`src/hw/rtl/rrt_pkg.sv`:
```
// Shared types for the round-robin turn ring: request kinds, status codes
// and the result record passed from the sequencer to the output stage.
// No dependencies.
package rrt_pkg;

    typedef enum logic [1:0] {
        K_ADD  = 2'd0,
        K_ADV  = 2'd1,
        K_SKIP = 2'd2,
        K_REM  = 2'd3
    } t_kind;

    typedef enum logic [1:0] {
        ST_OK       = 2'd0,
        ST_EMPTY    = 2'd1,
        ST_NOTFOUND = 2'd2,
        ST_FULL     = 2'd3
    } t_status;

    typedef struct packed {
        t_status     status;
        logic [15:0] acted_id;
        logic [15:0] current_id;
        logic [4:0]  member_count;
        logic        running;
        logic        winner_valid;
        logic [15:0] winner_id;
        logic [15:0] winner_score;
    } t_result;

endpackage

```
`src/hw/rtl/rrt_ring_mem.sv`:
```
// Ring storage: member id and score per slot, plus the next-slot links.
// One read address with registered data; ids/scores and links each have a write port.
// Depends on nothing.
module rrt_ring_mem #(
    parameter int MAX_ENTRIES = 16,
    parameter int IW          = 4
) (
    input  logic          i_clk,
    input  logic          i_mw_we,
    input  logic [IW-1:0] i_mw_addr,
    input  logic [15:0]   i_mw_id,
    input  logic [15:0]   i_mw_score,
    input  logic          i_lw_we,
    input  logic [IW-1:0] i_lw_addr,
    input  logic [IW-1:0] i_lw_link,
    input  logic [IW-1:0] i_ra,
    output logic [15:0]   o_rd_id,
    output logic [15:0]   o_rd_score,
    output logic [IW-1:0] o_rd_link
);

    logic [15:0]   r_ids    [MAX_ENTRIES];
    logic [15:0]   r_scores [MAX_ENTRIES];
    logic [IW-1:0] r_links  [MAX_ENTRIES];

    always_ff @(posedge i_clk) begin
        if (i_mw_we) begin
            r_ids[i_mw_addr]    <= i_mw_id;
            r_scores[i_mw_addr] <= i_mw_score;
        end
        o_rd_id    <= r_ids[i_ra];
        o_rd_score <= r_scores[i_ra];
    end

    always_ff @(posedge i_clk) begin
        if (i_lw_we) begin
            r_links[i_lw_addr] <= i_lw_link;
        end
        o_rd_link <= r_links[i_ra];
    end

endmodule

```
`src/hw/rtl/rrt_seq.sv`:
```
// Sequencer of the turn ring: walks the linked slots one per cycle through the
// single storage read port, compares ids, and updates head, current and tail.
// Depends on rrt_pkg and rrt_ring_mem.
module rrt_seq
    import rrt_pkg::*;
#(
    parameter int MAX_ENTRIES = 16
) (
    input  logic        i_clk,
    input  logic        i_rst_n,
    input  logic        i_valid,
    output logic        o_ready,
    input  logic [1:0]  i_kind,
    input  logic [15:0] i_player_id,
    input  logic [15:0] i_score,
    output logic        o_res_valid,
    output t_result     o_res,
    input  logic        i_res_take
);

    localparam int IW = $clog2(MAX_ENTRIES);
    localparam int CW = $clog2(MAX_ENTRIES + 1);

    typedef enum logic [9:0] {
        S_IDLE  = 10'b0000000001,
        S_SCAN  = 10'b0000000010,
        S_ADD2  = 10'b0000000100,
        S_ADV   = 10'b0000001000,
        S_SKIP1 = 10'b0000010000,
        S_SKIP2 = 10'b0000100000,
        S_REM   = 10'b0001000000,
        S_FIN   = 10'b0010000000,
        S_RDH   = 10'b0100000000,
        S_RDC   = 10'b1000000000
    } t_state;

    t_state                 r_state, n_state;
    logic [IW-1:0]          r_head, n_head;
    logic [IW-1:0]          r_cur, n_cur;
    logic [IW-1:0]          r_tail, n_tail;
    logic [CW-1:0]          r_count, n_count;
    logic [MAX_ENTRIES-1:0] r_used, n_used;

    t_kind         r_kind, n_kind;
    logic [15:0]   r_pid, n_pid;
    logic [15:0]   r_psc, n_psc;
    logic [IW-1:0] r_slot, n_slot;
    logic [IW-1:0] r_prev, n_prev;
    logic [CW-1:0] r_n, n_n;
    t_status       r_status, n_status;
    logic [15:0]   r_acted, n_acted;
    logic [15:0]   r_wid, n_wid;
    logic [15:0]   r_wsc, n_wsc;

    logic          mw_we;
    logic          lw_we;
    logic [IW-1:0] lw_addr;
    logic [IW-1:0] lw_link;
    logic [IW-1:0] ra;
    logic [15:0]   rd_id;
    logic [15:0]   rd_score;
    logic [IW-1:0] rd_link;

    rrt_ring_mem #(
        .MAX_ENTRIES(MAX_ENTRIES),
        .IW         (IW)
    ) u_mem (
        .i_clk     (i_clk),
        .i_mw_we   (mw_we),
        .i_mw_addr (r_slot),
        .i_mw_id   (r_pid),
        .i_mw_score(r_psc),
        .i_lw_we   (lw_we),
        .i_lw_addr (lw_addr),
        .i_lw_link (lw_link),
        .i_ra      (ra),
        .o_rd_id   (rd_id),
        .o_rd_score(rd_score),
        .o_rd_link (rd_link)
    );

    assign o_ready     = (r_state == S_IDLE);
    assign o_res_valid = (r_state == S_RDC);

    always_comb begin
        o_res.status       = r_status;
        o_res.acted_id     = r_acted;
        o_res.current_id   = (r_count != '0) ? rd_id : 16'd0;
        o_res.member_count = 5'(r_count);
        o_res.running      = (r_count >= CW'(2));
        o_res.winner_valid = (r_count == CW'(1));
        o_res.winner_id    = (r_count == CW'(1)) ? r_wid : 16'd0;
        o_res.winner_score = (r_count == CW'(1)) ? r_wsc : 16'd0;
    end

    always_comb begin
        n_state  = r_state;
        n_head   = r_head;
        n_cur    = r_cur;
        n_tail   = r_tail;
        n_count  = r_count;
        n_used   = r_used;
        n_kind   = r_kind;
        n_pid    = r_pid;
        n_psc    = r_psc;
        n_slot   = r_slot;
        n_prev   = r_prev;
        n_n      = r_n;
        n_status = r_status;
        n_acted  = r_acted;
        n_wid    = r_wid;
        n_wsc    = r_wsc;
        mw_we    = 1'b0;
        lw_we    = 1'b0;
        lw_addr  = r_slot;
        lw_link  = r_head;
        ra       = r_cur;

        unique case (r_state)
            S_IDLE: begin
                if (i_valid) begin
                    n_kind   = t_kind'(i_kind);
                    n_pid    = i_player_id;
                    n_psc    = i_score;
                    n_acted  = 16'd0;
                    n_status = ST_OK;
                    if (i_kind == K_ADD) begin
                        if (r_count == CW'(MAX_ENTRIES)) begin
                            n_status = ST_FULL;
                            n_state  = S_FIN;
                        end else begin
                            n_slot  = '0;
                            n_state = S_SCAN;
                        end
                    end else if (r_count == '0) begin
                        n_status = ST_EMPTY;
                        n_state  = S_FIN;
                    end else begin
                        unique case (t_kind'(i_kind))
                            K_ADV: begin
                                ra      = r_cur;
                                n_state = S_ADV;
                            end
                            K_SKIP: begin
                                ra      = r_cur;
                                n_state = S_SKIP1;
                            end
                            K_REM: begin
                                ra      = r_head;
                                n_slot  = r_head;
                                n_prev  = r_tail;
                                n_n     = '0;
                                n_state = S_REM;
                            end
                            default: n_state = S_FIN;
                        endcase
                    end
                end
            end
            S_SCAN: begin
                // One slot of the free map per cycle; a free one exists since the ring is not full.
                if (!r_used[r_slot]) begin
                    mw_we          = 1'b1;
                    n_used[r_slot] = 1'b1;
                    n_count        = r_count + 1'b1;
                    n_acted        = r_pid;
                    lw_we          = 1'b1;
                    if (r_count == '0) begin
                        lw_addr = r_slot;
                        lw_link = r_slot;
                        n_head  = r_slot;
                        n_cur   = r_slot;
                        n_tail  = r_slot;
                        n_state = S_FIN;
                    end else begin
                        lw_addr = r_tail;
                        lw_link = r_slot;
                        n_state = S_ADD2;
                    end
                end else begin
                    n_slot = r_slot + 1'b1;
                end
            end
            S_ADD2: begin
                // The new tail closes the ring back to the head.
                lw_we   = 1'b1;
                lw_addr = r_slot;
                lw_link = r_head;
                n_tail  = r_slot;
                n_state = S_FIN;
            end
            S_ADV: begin
                n_acted = rd_id;
                n_cur   = rd_link;
                n_state = S_FIN;
            end
            S_SKIP1: begin
                ra      = rd_link;
                n_state = S_SKIP2;
            end
            S_SKIP2: begin
                n_acted = rd_id;
                n_cur   = rd_link;
                n_state = S_FIN;
            end
            S_REM: begin
                if (rd_id == r_pid) begin
                    n_acted        = r_pid;
                    n_used[r_slot] = 1'b0;
                    n_count        = r_count - 1'b1;
                    n_state        = S_FIN;
                    if (r_count == CW'(1)) begin
                        n_head = '0;
                        n_cur  = '0;
                        n_tail = '0;
                    end else begin
                        lw_we   = 1'b1;
                        lw_addr = r_prev;
                        lw_link = rd_link;
                        if (r_cur == r_slot) begin
                            n_cur = rd_link;
                        end
                        if (r_head == r_slot) begin
                            n_head = rd_link;
                        end
                        if (r_tail == r_slot) begin
                            n_tail = r_prev;
                        end
                    end
                end else if ((r_n + 1'b1) == r_count) begin
                    n_status = ST_NOTFOUND;
                    n_state  = S_FIN;
                end else begin
                    n_n    = r_n + 1'b1;
                    n_prev = r_slot;
                    n_slot = rd_link;
                    ra     = rd_link;
                end
            end
            S_FIN: begin
                ra      = r_head;
                n_state = S_RDH;
            end
            S_RDH: begin
                n_wid   = rd_id;
                n_wsc   = rd_score;
                ra      = r_cur;
                n_state = S_RDC;
            end
            S_RDC: begin
                // The read address is held so the current id stays on the read data while stalled.
                ra = r_cur;
                if (i_res_take) begin
                    n_state = S_IDLE;
                end
            end
            default: n_state = S_IDLE;
        endcase
    end

    always_ff @(posedge i_clk) begin
        if (!i_rst_n) begin
            r_state <= S_IDLE;
            r_head  <= '0;
            r_cur   <= '0;
            r_tail  <= '0;
            r_count <= '0;
            r_used  <= '0;
        end else begin
            r_state <= n_state;
            r_head  <= n_head;
            r_cur   <= n_cur;
            r_tail  <= n_tail;
            r_count <= n_count;
            r_used  <= n_used;
        end
    end

    always_ff @(posedge i_clk) begin
        r_kind   <= n_kind;
        r_pid    <= n_pid;
        r_psc    <= n_psc;
        r_slot   <= n_slot;
        r_prev   <= n_prev;
        r_n      <= n_n;
        r_status <= n_status;
        r_acted  <= n_acted;
        r_wid    <= n_wid;
        r_wsc    <= n_wsc;
    end

    a_count_bound: assert property (@(posedge i_clk) disable iff (!i_rst_n)
        r_count <= CW'(MAX_ENTRIES))
        else $error("member count above ring size");

    a_used_matches_count: assert property (@(posedge i_clk) disable iff (!i_rst_n)
        $countones(r_used) == int'(r_count))
        else $error("used slots disagree with member count");

    a_head_cur_used: assert property (@(posedge i_clk) disable iff (!i_rst_n)
        (r_count != '0) |-> (r_used[r_head] && r_used[r_cur] && r_used[r_tail]))
        else $error("head, current or tail points at a free slot");

    a_busy_after_accept: assert property (@(posedge i_clk) disable iff (!i_rst_n)
        (i_valid && o_ready) |=> !o_ready)
        else $error("sequencer idle right after taking a request");

endmodule

```
`src/hw/rtl/round_robin_ring_turn_order.sv`:
```
// Top level of the round-robin turn ring: request handshake, sequencer and the
// result register that decouples the result channel. Depends on rrt_pkg and rrt_seq.
//
//   channel  | handshake          | payload
//   request  | i_valid / o_ready  | i_kind, i_player_id, i_score
//   result   | o_valid / i_ready  | o_status, o_acted_id, o_current_id, o_member_count,
//            |                    | o_running, o_winner_valid, o_winner_id, o_winner_score
//
// One request at a time; o_ready is high only while the sequencer is idle. Once a
// request is taken, advance reads the current slot, skip reads two slots, add scans
// the free map from slot 0 and then links the new slot in, remove walks the ring from
// the head one slot per cycle until a match or the member count is reached, and a
// refused add or an empty ring needs none; then the head is read for the winner
// and the current slot for the result. Reset empties the ring; no clearing pass is
// needed. A stalled result holds the sequencer in its last state, and the next
// request is taken once the result is loaded.
module round_robin_ring_turn_order
    import rrt_pkg::*;
#(
    parameter int MAX_ENTRIES = 16
) (
    input  logic        i_clk,
    input  logic        i_rst_n,
    input  logic        i_valid,
    output logic        o_ready,
    input  logic [1:0]  i_kind,
    input  logic [15:0] i_player_id,
    input  logic [15:0] i_score,
    output logic        o_valid,
    input  logic        i_ready,
    output logic [1:0]  o_status,
    output logic [15:0] o_acted_id,
    output logic [15:0] o_current_id,
    output logic [4:0]  o_member_count,
    output logic        o_running,
    output logic        o_winner_valid,
    output logic [15:0] o_winner_id,
    output logic [15:0] o_winner_score
);

    logic    res_valid;
    t_result res;
    logic    res_take;
    logic    r_out_valid;
    t_result r_res;

    assign res_take = !r_out_valid || i_ready;

    rrt_seq #(
        .MAX_ENTRIES(MAX_ENTRIES)
    ) u_seq (
        .i_clk      (i_clk),
        .i_rst_n    (i_rst_n),
        .i_valid    (i_valid),
        .o_ready    (o_ready),
        .i_kind     (i_kind),
        .i_player_id(i_player_id),
        .i_score    (i_score),
        .o_res_valid(res_valid),
        .o_res      (res),
        .i_res_take (res_take)
    );

    always_ff @(posedge i_clk) begin
        if (!i_rst_n) begin
            r_out_valid <= 1'b0;
        end else if (res_valid && res_take) begin
            r_out_valid <= 1'b1;
        end else if (i_ready) begin
            r_out_valid <= 1'b0;
        end
    end

    always_ff @(posedge i_clk) begin
        if (res_valid && res_take) begin
            r_res <= res;
        end
    end

    assign o_valid        = r_out_valid;
    assign o_status       = r_res.status;
    assign o_acted_id     = r_res.acted_id;
    assign o_current_id   = r_res.current_id;
    assign o_member_count = r_res.member_count;
    assign o_running      = r_res.running;
    assign o_winner_valid = r_res.winner_valid;
    assign o_winner_id    = r_res.winner_id;
    assign o_winner_score = r_res.winner_score;

endmodule

```
`config.mk`:
```
export PLATFORM = sky130hd
export DESIGN_NAME = round_robin_ring_turn_order
export DESIGN_NICKNAME = d
export VERILOG_FILES = /design/src/hw/rtl/rrt_pkg.sv /design/src/hw/rtl/rrt_ring_mem.sv /design/src/hw/rtl/rrt_seq.sv /design/src/hw/rtl/round_robin_ring_turn_order.sv
export SDC_FILE = /design/constraint.sdc
export NUM_CORES = 1
export LEC_CHECK = 0
export BUFFER_PORTS_ARGS = -buffer_cell sky130_fd_sc_hd__clkbuf_2
export CAP_MARGIN = 10
export CORE_MARGIN = 4
export CORE_UTILIZATION = 62
export CTS_BUF_LIST = sky130_fd_sc_hd__clkbuf_4 sky130_fd_sc_hd__clkbuf_8 sky130_fd_sc_hd__clkbuf_16
export DETAILED_ROUTE_END_ITERATION = 12
export PLACE_DENSITY = 0.88
export SLEW_MARGIN = 10
export SYNTH_ARGS = -nofsm -noshare
export SYNTH_HDL_FRONTEND = slang
export SYNTH_SLANG_ARGS = --single-unit
```
`constraint.sdc`:
```
create_clock -name i_clk -period 7.1 [get_ports i_clk]
set_input_delay 0.71 -clock i_clk [delete_from_list [all_inputs] [get_ports i_clk]]
set_output_delay 0.71 -clock i_clk [all_outputs]
set_load 0.05 [all_outputs]
```
Word level (Yosys, flattened, before mapping)
Memory sizes are Yosys's and may differ from the RTL's. A register that Yosys moved wholly into a read port is not among the register bits.
Index checks and enable logic that the tools add are counted.
{ "word_totals": {"mem_bits_ro": 0, "out_inout_bits": 75, "ff_bits": 212, "latchBits": 0, "ramBits": 576, "memories": 3, "wordCells": 199} }
{ "classes": {"n_shift": 0, "magnitude_cmp": 3, "n_mul": 0, "eq_ne": 39, "add_sub_neg": 4, "bitwise_logic": 3, "n_div": 0, "reduce_logical": 26, "n_mux": 97} }
{ "mem_list": {"columns": ["memory", "depth", "width", "read_ports", "rd_ports_with_merged_regs", "wr", "line_no", "source"], "rows": [
  ["u_seq.u_mem.r_ids", 16, 16, 1, 1, 1, "rrt_ring_mem.sv:22", "logic [15:0] r_ids [MAX_ENTRIES];"],
  ["u_seq.u_mem.r_scores", 16, 16, 1, 1, 1, "rrt_ring_mem.sv:23", "logic [15:0] r_scores [MAX_ENTRIES];"],
  ["u_seq.u_mem.r_links", 16, 4, 1, 1, 1, "rrt_ring_mem.sv:24", "logic [IW-1:0] r_links [MAX_ENTRIES];"]
]} }
{ "op_table": {"columns": ["operator", "n"], "rows": [
  ["4-bit 2-to-1 mux", 39],
  ["16-bit 2-to-1 mux", 5],
  ["10-bit case mux with 8 select lines", 1],
  ["10-bit 2-to-1 mux", 7],
  ["16-bit case mux with 4 select lines", 1],
  ["5-bit 2-to-1 mux", 8],
  ["4-bit case mux with 3 select lines", 3],
  ["16-bit case mux with 2 select lines", 1],
  ["4-bit case mux with 2 select lines", 4],
  ["8-bit case mux with 3 select lines", 1],
  ["5-bit case mux with 2 select lines", 2],
  ["16-bit bitwise AND", 1],
  ["16-bit == test", 1],
  ["8-bit 2-to-1 mux", 2],
  ["16-bit inverter", 1],
  ["16-bit OR", 1],
  ["4-bit case mux with 4 select lines", 1],
  ["4-bit AND reduction", 4],
  ["1-bit 2-to-1 mux", 13],
  ["4-bit == test", 3],
  ["2-bit by 1-bit inequality test with 1-bit output (second input constant)", 6],
  ["2-bit inequality test (second input constant)", 6],
  ["3-bit by 2-bit inequality test with 1-bit output (second input constant)", 4],
  ["5-bit by 1-bit adder with 5-bit output (second input constant)", 2],
  ["other kinds (43)", 55]
]} }

Logic depth before layout (Yosys ltp)
Gate-level depths: netlist (run 1).
{ "depth": {"word_depth": 8, "mapped_depth": 16, "mapped_depth_nobuf": 12} }

Cells and area by module
A second synthesis (run 1) with hierarchy kept.
{ "hier_totals": {"cells_unflattened": 1680, "hier_area_um2": 31699.2} }
{ "by_module_without_submodules": {"columns": ["mod", "instances", "cells_per_inst", "area_each_um2"], "rows": [
  ["rrt_ring_mem", 1, 961, 22429.0],
  ["rrt_seq", 1, 641, 7020.5],
  ["round_robin_ring_turn_order", 1, 78, 2249.7]
]} }

Least setup slack after synthesis (run 1)
OpenSTA, ideal clock, no wires.
{ "synth_path": {"kind": "register to register", "startpoint": "reg u_seq.r_state[9]", "endpoint": "reg u_seq.r_state[0]", "path_stages_with_launch": 8, "n_path_buf": 0, "t_arrival_ps": 4882, "setup_time_ps": 130, "t_required_ps": 6970, "setup_slack_ps": 2088, "period_less_slack_ps": 5012, "path_cell_list": "dfxtp_1 > nor4_2 > nand2_1 > nor4b_1 > inv_1 > nor4bb_1 > a31oi_1 > nand2_1"} }
{ "synth_via": {"elab_chain_len": 3, "elab_cells_between_ends": 17, "classes_between": "eq/ne: 14; mux: 1; reduce/logical: 2"} }
{ "synth_lines": {"columns": ["item", "line_no", "source"], "rows": [
  ["start: declaration", "rrt_seq.sv:37", "t_state r_state, n_state;"],
  ["start signal: assignment", "rrt_seq.sv:270", "r_state <= n_state;"],
  ["10-bit by 3-bit == test with 1-bit output, or another cell as far along", "rrt_seq.sv:119", "unique case (r_state)"],
  ["3-bit OR reduction (no source line), or another cell as far along", null, null],
  ["10-bit case mux with 8 select lines / 4-bit AND reduction (equally long branches)", null, null]
]} }
Parallel ways exist; a longest one is shown, timed or not.
A chain may end at the register's enable or synchronous reset.

Worst setup path in the final report (run 1)
{ "layout_path": {"startpoint": "reg u_seq.r_pid[11]", "endpoint": "reg u_seq.u_mem.o_rd_id[9] (read register of u_seq.u_mem.r_ids)"} }
{ "layout_via": {"elab_chain_len": 3} }
{ "layout_lines": {"columns": ["item", "line_no", "source"], "rows": [
  ["start: declaration", "rrt_seq.sv:45", "logic [15:0] r_pid, n_pid;"],
  ["start signal: assignment", "rrt_seq.sv:281", "r_pid <= n_pid;"],
  ["16-bit == test", "rrt_seq.sv:207", "if (rd_id == r_pid) begin"],
  ["4-bit 2-to-1 mux", "rrt_seq.sv:207", null],
  ["4-bit case mux with 4 select lines", "rrt_seq.sv:119", null],
  ["end: declaration", "rrt_ring_mem.sv:17", "output logic [15:0] o_rd_id,"]
]} }
Every way passes these cells.

==> results of run 1 <==
==> routing by layer <==
layer | global-route usage | part of all wire | up-vias
li1 | - | - | 8792
met1 | 0.358 | 0.34 | 10100
met2 | 0.472 | 0.49 | 1662
met3 | 0.0547 | 0.12 | 338
met4 | 0.148 | 0.054 | 0
met5 | 0 | 0 | -
==> cells in the final DEF (no fill, tap or decap), drive strengths merged, types with 3 or more instances in the layout <==
cell and n:
o21a 4, o21ai 16, a32oi 37, nor4 10, or2 3, and3 19
nor4b 4, clkinv 27, clkbuf 215, xnor2 11, a22oi 22, and2 47
nand4 73, buf 33, mux2i 54, a31oi 41, xor2 32, mux4 5
a221oi 3, a21oi 8, nor2b 41, a21boi 3, edfxtp 744, nand2b 8
bufinv 6, dfxtp 80, nor2 39, ha 14, nand3 200, nor3 13
inv 16, o211ai 5, clkinvlp 8, nand2 594, a22o 21, o211a 10
==> logic make-up after synthesis <==
group,after synthesis
and+or+nand+nor,1063
DFF,824
AOI/OAI and AO/OA,186
buffers and inverters,148
muxes,59
xor gates and xnor gates,44
adders and majority gates,14
==> power by group <==
group | leakage [nW] | internal [W] | switching [W]
sequential | 7.28 | 0.00548 | 0.000175
clock | 1.30 | 0.00243 | 0.00181
combinational | 3.91 | 0.000126 | 0.000283
total | 12.5 | 0.00804 | 0.00227
==> worst max path at each step <==
stage | startpoint | endpoint | slack [ns] | cells past startpoint
6_report | u_seq.r_pid[11]$_DFFE_PP_ | u_seq.u_mem.o_rd_id[9]$_DFF_P_ | 2.27 | 11
5_1_grt | u_seq.r_pid[14]$_DFFE_PP_ | u_seq.u_mem.o_rd_id[9]$_DFF_P_ | 2.16 | 11
4_1_cts | u_seq.r_pid[14]$_DFFE_PP_ | u_seq.u_mem.o_rd_id[9]$_DFF_P_ | 2.39 | 11
3_5_place_dp | u_seq.r_pid[11]$_DFFE_PP_ | u_seq.u_mem.o_rd_id[15]$_DFF_P_ | 2.50 | 11
3_3_place_gp | u_seq.r_pid[11]$_DFFE_PP_ | u_seq.u_mem.o_rd_score[3]$_DFF_P_ | 2.71 | 11
2_1_floorplan | u_seq.r_state[9]$_SDFFE_PN0P_ | u_seq.r_state[0]$_SDFFE_PN1P_ | 2.09 | 7
==> area by class of cell <==
class / count / area, µm²
multi-input combinational: 1366 / 7690
inverter: 13 / 50.0
timing repair buffer: 145 / 858
clock buffer: 103 / 2200
fill: 2937 / 15400
sequential: 824 / 23900
clock inverter: 44 / 443
tap: 680 / 851
==> per-stage QoR <==
stage                     std cells  power [W]
final                          3175     0.0103
after CTS                      3174     0.0103
after floorplan                2338    0.00595
after global placement         3027    0.00611
after detailed placement       3027    0.00614
after global routing           3175     0.0106
==> worst max-delay path: stages (launching register included) <==
cell      delay (ns)
edfxtp_1        0.62
xor2_1          0.25
nor4_1          0.47
nand4_1         0.52
and4b_1         0.44
o21ai_2         0.22
and2b_4         0.82
buf_12          0.59
mux2i_1         0.18
a32oi_1         0.27
nand4_1         0.15
nand2_1         0.15
==> flow_summary.toml, run 1 <==
[run_status]
status = "completed"

[routing]
drc_errors = 0
wl_um = 81100
drt-pass1-iter-count = 6
drt_iter0_drc = 3117
wl_per_cell_um = 25.6
ant_nets = 0
viasPerCell = 6.59
vias = 20900

[synth]
ys_top_cells_by_count = "edfxtp_1, nand2_1, nand3_1"
synth_compound_area_frac = 0.0460
synth_xor_area_frac = 0.0124
syn-cell-area_mm2 = 0.0323
synth_most_common_cell = "edfxtp_1"
synthSimpleGateAreaFrac = 0.152
yosysWarnings = 0
syn_avg_cell_area_um2 = 13.8
synthFlopType = "edfxtp_1"
yosysTopAreaCellShare = 0.692
yosys_register_bits = 824
synth-async-reset-ratio = 0
yosysUniqueCellTypes = 73
synth_top_family_by_area = "simple AND/OR/NAND/NOR gates"
synth_largest_area_cell = "edfxtp_1"
syn_inst = 2338
synthTopCellsByArea = "edfxtp_1, nand2_1, dfxtp_1"
synth_nets = 2390
synth_edf_count = 744
yosys-mux-area-fraction = 0.0202
yosysSeqAreaShare = 0.742
synthAdderAreaFrac = 0.00543

[timing]
layout_min_cycle_time_ns = 4.83
final-max-slew-violation-count = 0
holdWs_ns = 0.253
finClkSkew_ns = 0.0271
maxSlewHeadroom = 0.202
setup_viol = 0
grt_setup_unrepaired = "no"
fin_setup_tns_ns = 0
fin_crit_sh = 0.680
finalHoldViolCount = 0
max_slew.worst_pin.slew_ns = 1.20
worst_slack_ns = 2.27
clock.fmax_mhz = 207

[placed_design]
postPlaceCellArea_mm2 = 0.0334
place.port_buffers = 112
gp_congestion = 0.883
dp_hpwl_um = 40200
pre_cts_slack_ns = 2.50

[cts]
cts_hold_buf = 0
h-tree-depth = 3
clk_latency_ns = 0.64
cts.path.max_buffers = 3
cts_root_buf = "clkbuf_16"
ctsResizeCount = 0
clkTransAtPathRegs_ns = 0.06
cts.sinks = 824
cts_setup_buffers = 0
cts_buffers = 79
tritoncts = "built"

[critical_path]
critPathLaunchType = "flop"
critPathKind = "reg2reg"
worst-path-max-fanout = 133
timing.rr.end = "u_seq.u_mem.o_rd_id[9]$_DFF_P_"
r2r_start = "u_seq.r_pid[11]$_DFFE_PP_"
worstRegToRegCells = 11
cp-end-kind = "flop"
cp.arrival_ns = 5.38
crit_required_ns = 7.65
reg2reg_slack_ns = 2.27

[floorplan]
io_pins = 113
dieArea_mm2 = 0.0558
start_util = 0.628
coreArea_mm2 = 0.0514
die_height_um = 236
num_rows = 83
chipWidth_um = 236

[cells_and_area]
finish.instance_area_mm2 = 0.0360
fin_util = 0.701
areaGrowthSynthToFinish_pct = 11.6
final_nets = 2481
diodes = 0
drive_above_1_share = 0.137
reg_top3 = "u_seq.u_mem.r_ids x256, u_seq.u_mem.r_scores x256, u_seq.u_mem.r_links x64"

[power_and_ir_drop]
leakage_nw = 12.5
vdd_drop_max_mv = 0.176
powerDensity_mw_per_mm2 = 286

[global_route]
grt_overflow = 0
grt_pass1_vias = 20600
grt_pass1_wl_um = 121000
grt_max_degree = 235
antenna_found_initial = 0
grt_util_all_layers = 0.283

[min_path]
min_to = "u_seq.r_psc[0]$_DFFE_PP_"
hp-start = "i_score[0]"
hold_class = "in2reg"
holdPathStages = 1

[job]
drv_cap = 0
Power figures use the tool's default switching activity.
==> run 2, diff against run 1 <==
==> constraint.sdc (replaced) <==
create_clock -name i_clk -period 4.7 [get_ports i_clk]
set_input_delay 0.47 -clock i_clk [delete_from_list [all_inputs] [get_ports i_clk]]
set_output_delay 0.47 -clock i_clk [all_outputs]
set_load 0.05 [all_outputs]
==> flow_summary.toml, run 2 (synthesis gave the netlist of run 1 again) <==
[placed_design]
place.port_buffers = 112
gp_congestion = 0.936
dp_hpwl_um = 43900

[floorplan]
dieArea_mm2 = 0.0558
num_rows = 83
coreArea_mm2 = 0.0514
io_pins = 113
chipWidth_um = 236
die_height_um = 236
start_util = 0.628

[run_status]
status = "completed"

[critical_path]
crit_required_ns = 5.20
r2r_start = "u_seq.r_pid[11]$_DFFE_PP_"
worst-path-max-fanout = 37
cpLargestDelayFamily = "simple AND/OR/NAND/NOR gates"
critPathLaunchType = "flop"
critPathBufInv = 1
reg2reg_slack_ns = 0.58
cp.arrival_ns = 4.62
critPathKind = "reg2reg"
timing.rr.end = "u_seq.u_mem.o_rd_id[11]$_DFF_P_"
cp-end-kind = "flop"
cp_slowest_stage_delay_ns = 0.63
crit_path_frequent_cell = "nand4_1"
worstRegToRegCells = 11
crit_slowest_cell = "edfxtp_1"
cp_cell_sequence = "xor2_1 > nor4_1 > nand4_1 > and4b_1 > o21ai_2 > and2b_4 > buf_4 > mux2i_1 > a32oi_1 > nand4_1 > nand2_1"

[min_path]
hp-start = "i_player_id[1]"
holdPathStages = 1
min_to = "u_seq.r_pid[1]$_DFFE_PP_"
hold_class = "in2reg"

[cts]
cts_root_buf = "clkbuf_16"
clkTransAtPathRegs_ns = 0.06
tritoncts = "built"
h-tree-depth = 3
clk_latency_ns = 0.63
ctsResizeCount = 0
cts_hold_buf = 5
cts_setup_buffers = 0
cts_buffers = 78
cts.sinks = 824
cts.path.max_buffers = 3

[power_and_ir_drop]
powerDensity_mw_per_mm2 = 429
leakage_nw = 12.7
vdd_drop_max_mv = 0.272

[global_route]
grt_overflow = 0
grt_util_all_layers = 0.284
grt_pass1_vias = 21000
grt_pass1_wl_um = 122000
grt_max_degree = 77
antenna_found_initial = 0

[timing]
layout_min_cycle_time_ns = 4.12
fin_crit_sh = 0.876
max_slew.worst_pin.slew_ns = 1.06
finClkSkew_ns = 0.0306
grt_setup_unrepaired = "no"
finalHoldViolCount = 0
clock.fmax_mhz = 243
setup_viol = 0
maxSlewHeadroom = 0.292
final-max-slew-violation-count = 0
fin_setup_tns_ns = 0

[cells_and_area]
areaGrowthSynthToFinish_pct = 12.9
layout_commonest_cell = "edfxtp_1"
diodes = 0
fill_cells = 2904
final_nets = 2504
layout_common_cells = "edfxtp_1, nand2_1, nand3_1"
reg_top3 = "u_seq.u_mem.r_ids x256, u_seq.u_mem.r_scores x256, u_seq.u_mem.r_links x64"
drive_above_1_share = 0.141
fin_util = 0.709

[routing]
wl_per_cell_um = 25.6
drt-pass1-iter-count = 8
ant_nets = 0
drt_iter0_drc = 3516
vias = 21000
wl_um = 82000
drc_errors = 0
viasPerCell = 6.58

[job]
drv_cap = 0
-- run 2: cell count changes in the layout (fill, tap and decap cells not counted), sizes merged --
cell and delta:
buf +19, clkinvlp -5, clkinv -6, clkbuf +8, dlygate4sd3 +5
-- run 2: power breakdown --
part | total [W] | internal, W | leakage (nW) | switching [W]
Clock | 0.00643 | 0.00375 | 1.31 | 0.00268
Sequential | 0.00855 | 0.00829 | 7.28 | 0.000269
Combinational | 0.000634 | 0.000200 | 4.09 | 0.000434
-- run 2: layout make-up --
type	instances	area, µm²	share of cell area
multi-input cells	1366	7700	0.211
clock buffers	111	2300	0.0630
well taps	680	851	0.0234
clock inverters	33	338	0.00927
flip-flops and latches	824	23900	0.657
repair buffers	169	1250	0.0344
inverters	13	50.0	0.00137
-- run 2: worst reg2reg max path, stage by stage, from the launching register on --
cell	delay, ns
edfxtp_1	0.63
xor2_1	0.27
nor4_1	0.55
nand4_1	0.50
and4b_1	0.41
o21ai_2	0.19
and2b_4	0.39
buf_4	0.46
mux2i_1	0.29
a32oi_1	0.09
nand4_1	0.13
nand2_1	0.08
-- run 2: worst max-delay path by stage --
stage | start | to | slack [ns] | depth (start not counted)
after floorplan | u_seq.r_slot[1]$_DFFE_PP_ | u_seq.r_acted[0]$_DFFE_PP_ | 1.26 | 6
after global placement | u_seq.r_pid[10]$_DFFE_PP_ | u_seq.u_mem.o_rd_id[12]$_DFF_P_ | 0.85 | 11
after detailed placement | u_seq.r_pid[10]$_DFFE_PP_ | u_seq.u_mem.r_links[1][0]$_DFFE_PP_ | 0.71 | 9
after CTS | u_seq.r_pid[10]$_DFFE_PP_ | u_seq.u_mem.o_rd_id[11]$_DFF_P_ | 0.69 | 11
after global routing | u_seq.r_pid[10]$_DFFE_PP_ | u_seq.u_mem.r_links[1][2]$_DFFE_PP_ | 0.39 | 9
final | u_seq.r_pid[11]$_DFFE_PP_ | u_seq.u_mem.o_rd_id[11]$_DFF_P_ | 0.58 | 11
-- run 2: per-layer routing --
metal	global-route usage	routed length [µm]	vias up
met5	0	0	-
met4	0.144	4470	0
met3	0.0592	9390	366
met2	0.475	40500	1757
met1	0.356	27600	10100
li1	-	-	8837
-- run 2: stage by stage --
step	instances	setup WS, ns	hold WS, ns	total power, W	instance area, µm²
after floorplan	2338	1.26	0.386	0.00898	32300
after global placement	3046	0.850	0.404	0.00925	33700
after detailed placement	3046	0.714	0.396	0.00930	33700
after CTS	3195	0.688	0.000239	0.0156	36400
final	3196	0.585	0.0228	0.0156	36400
after global routing	3196	0.387	0.0110	0.0160	36400
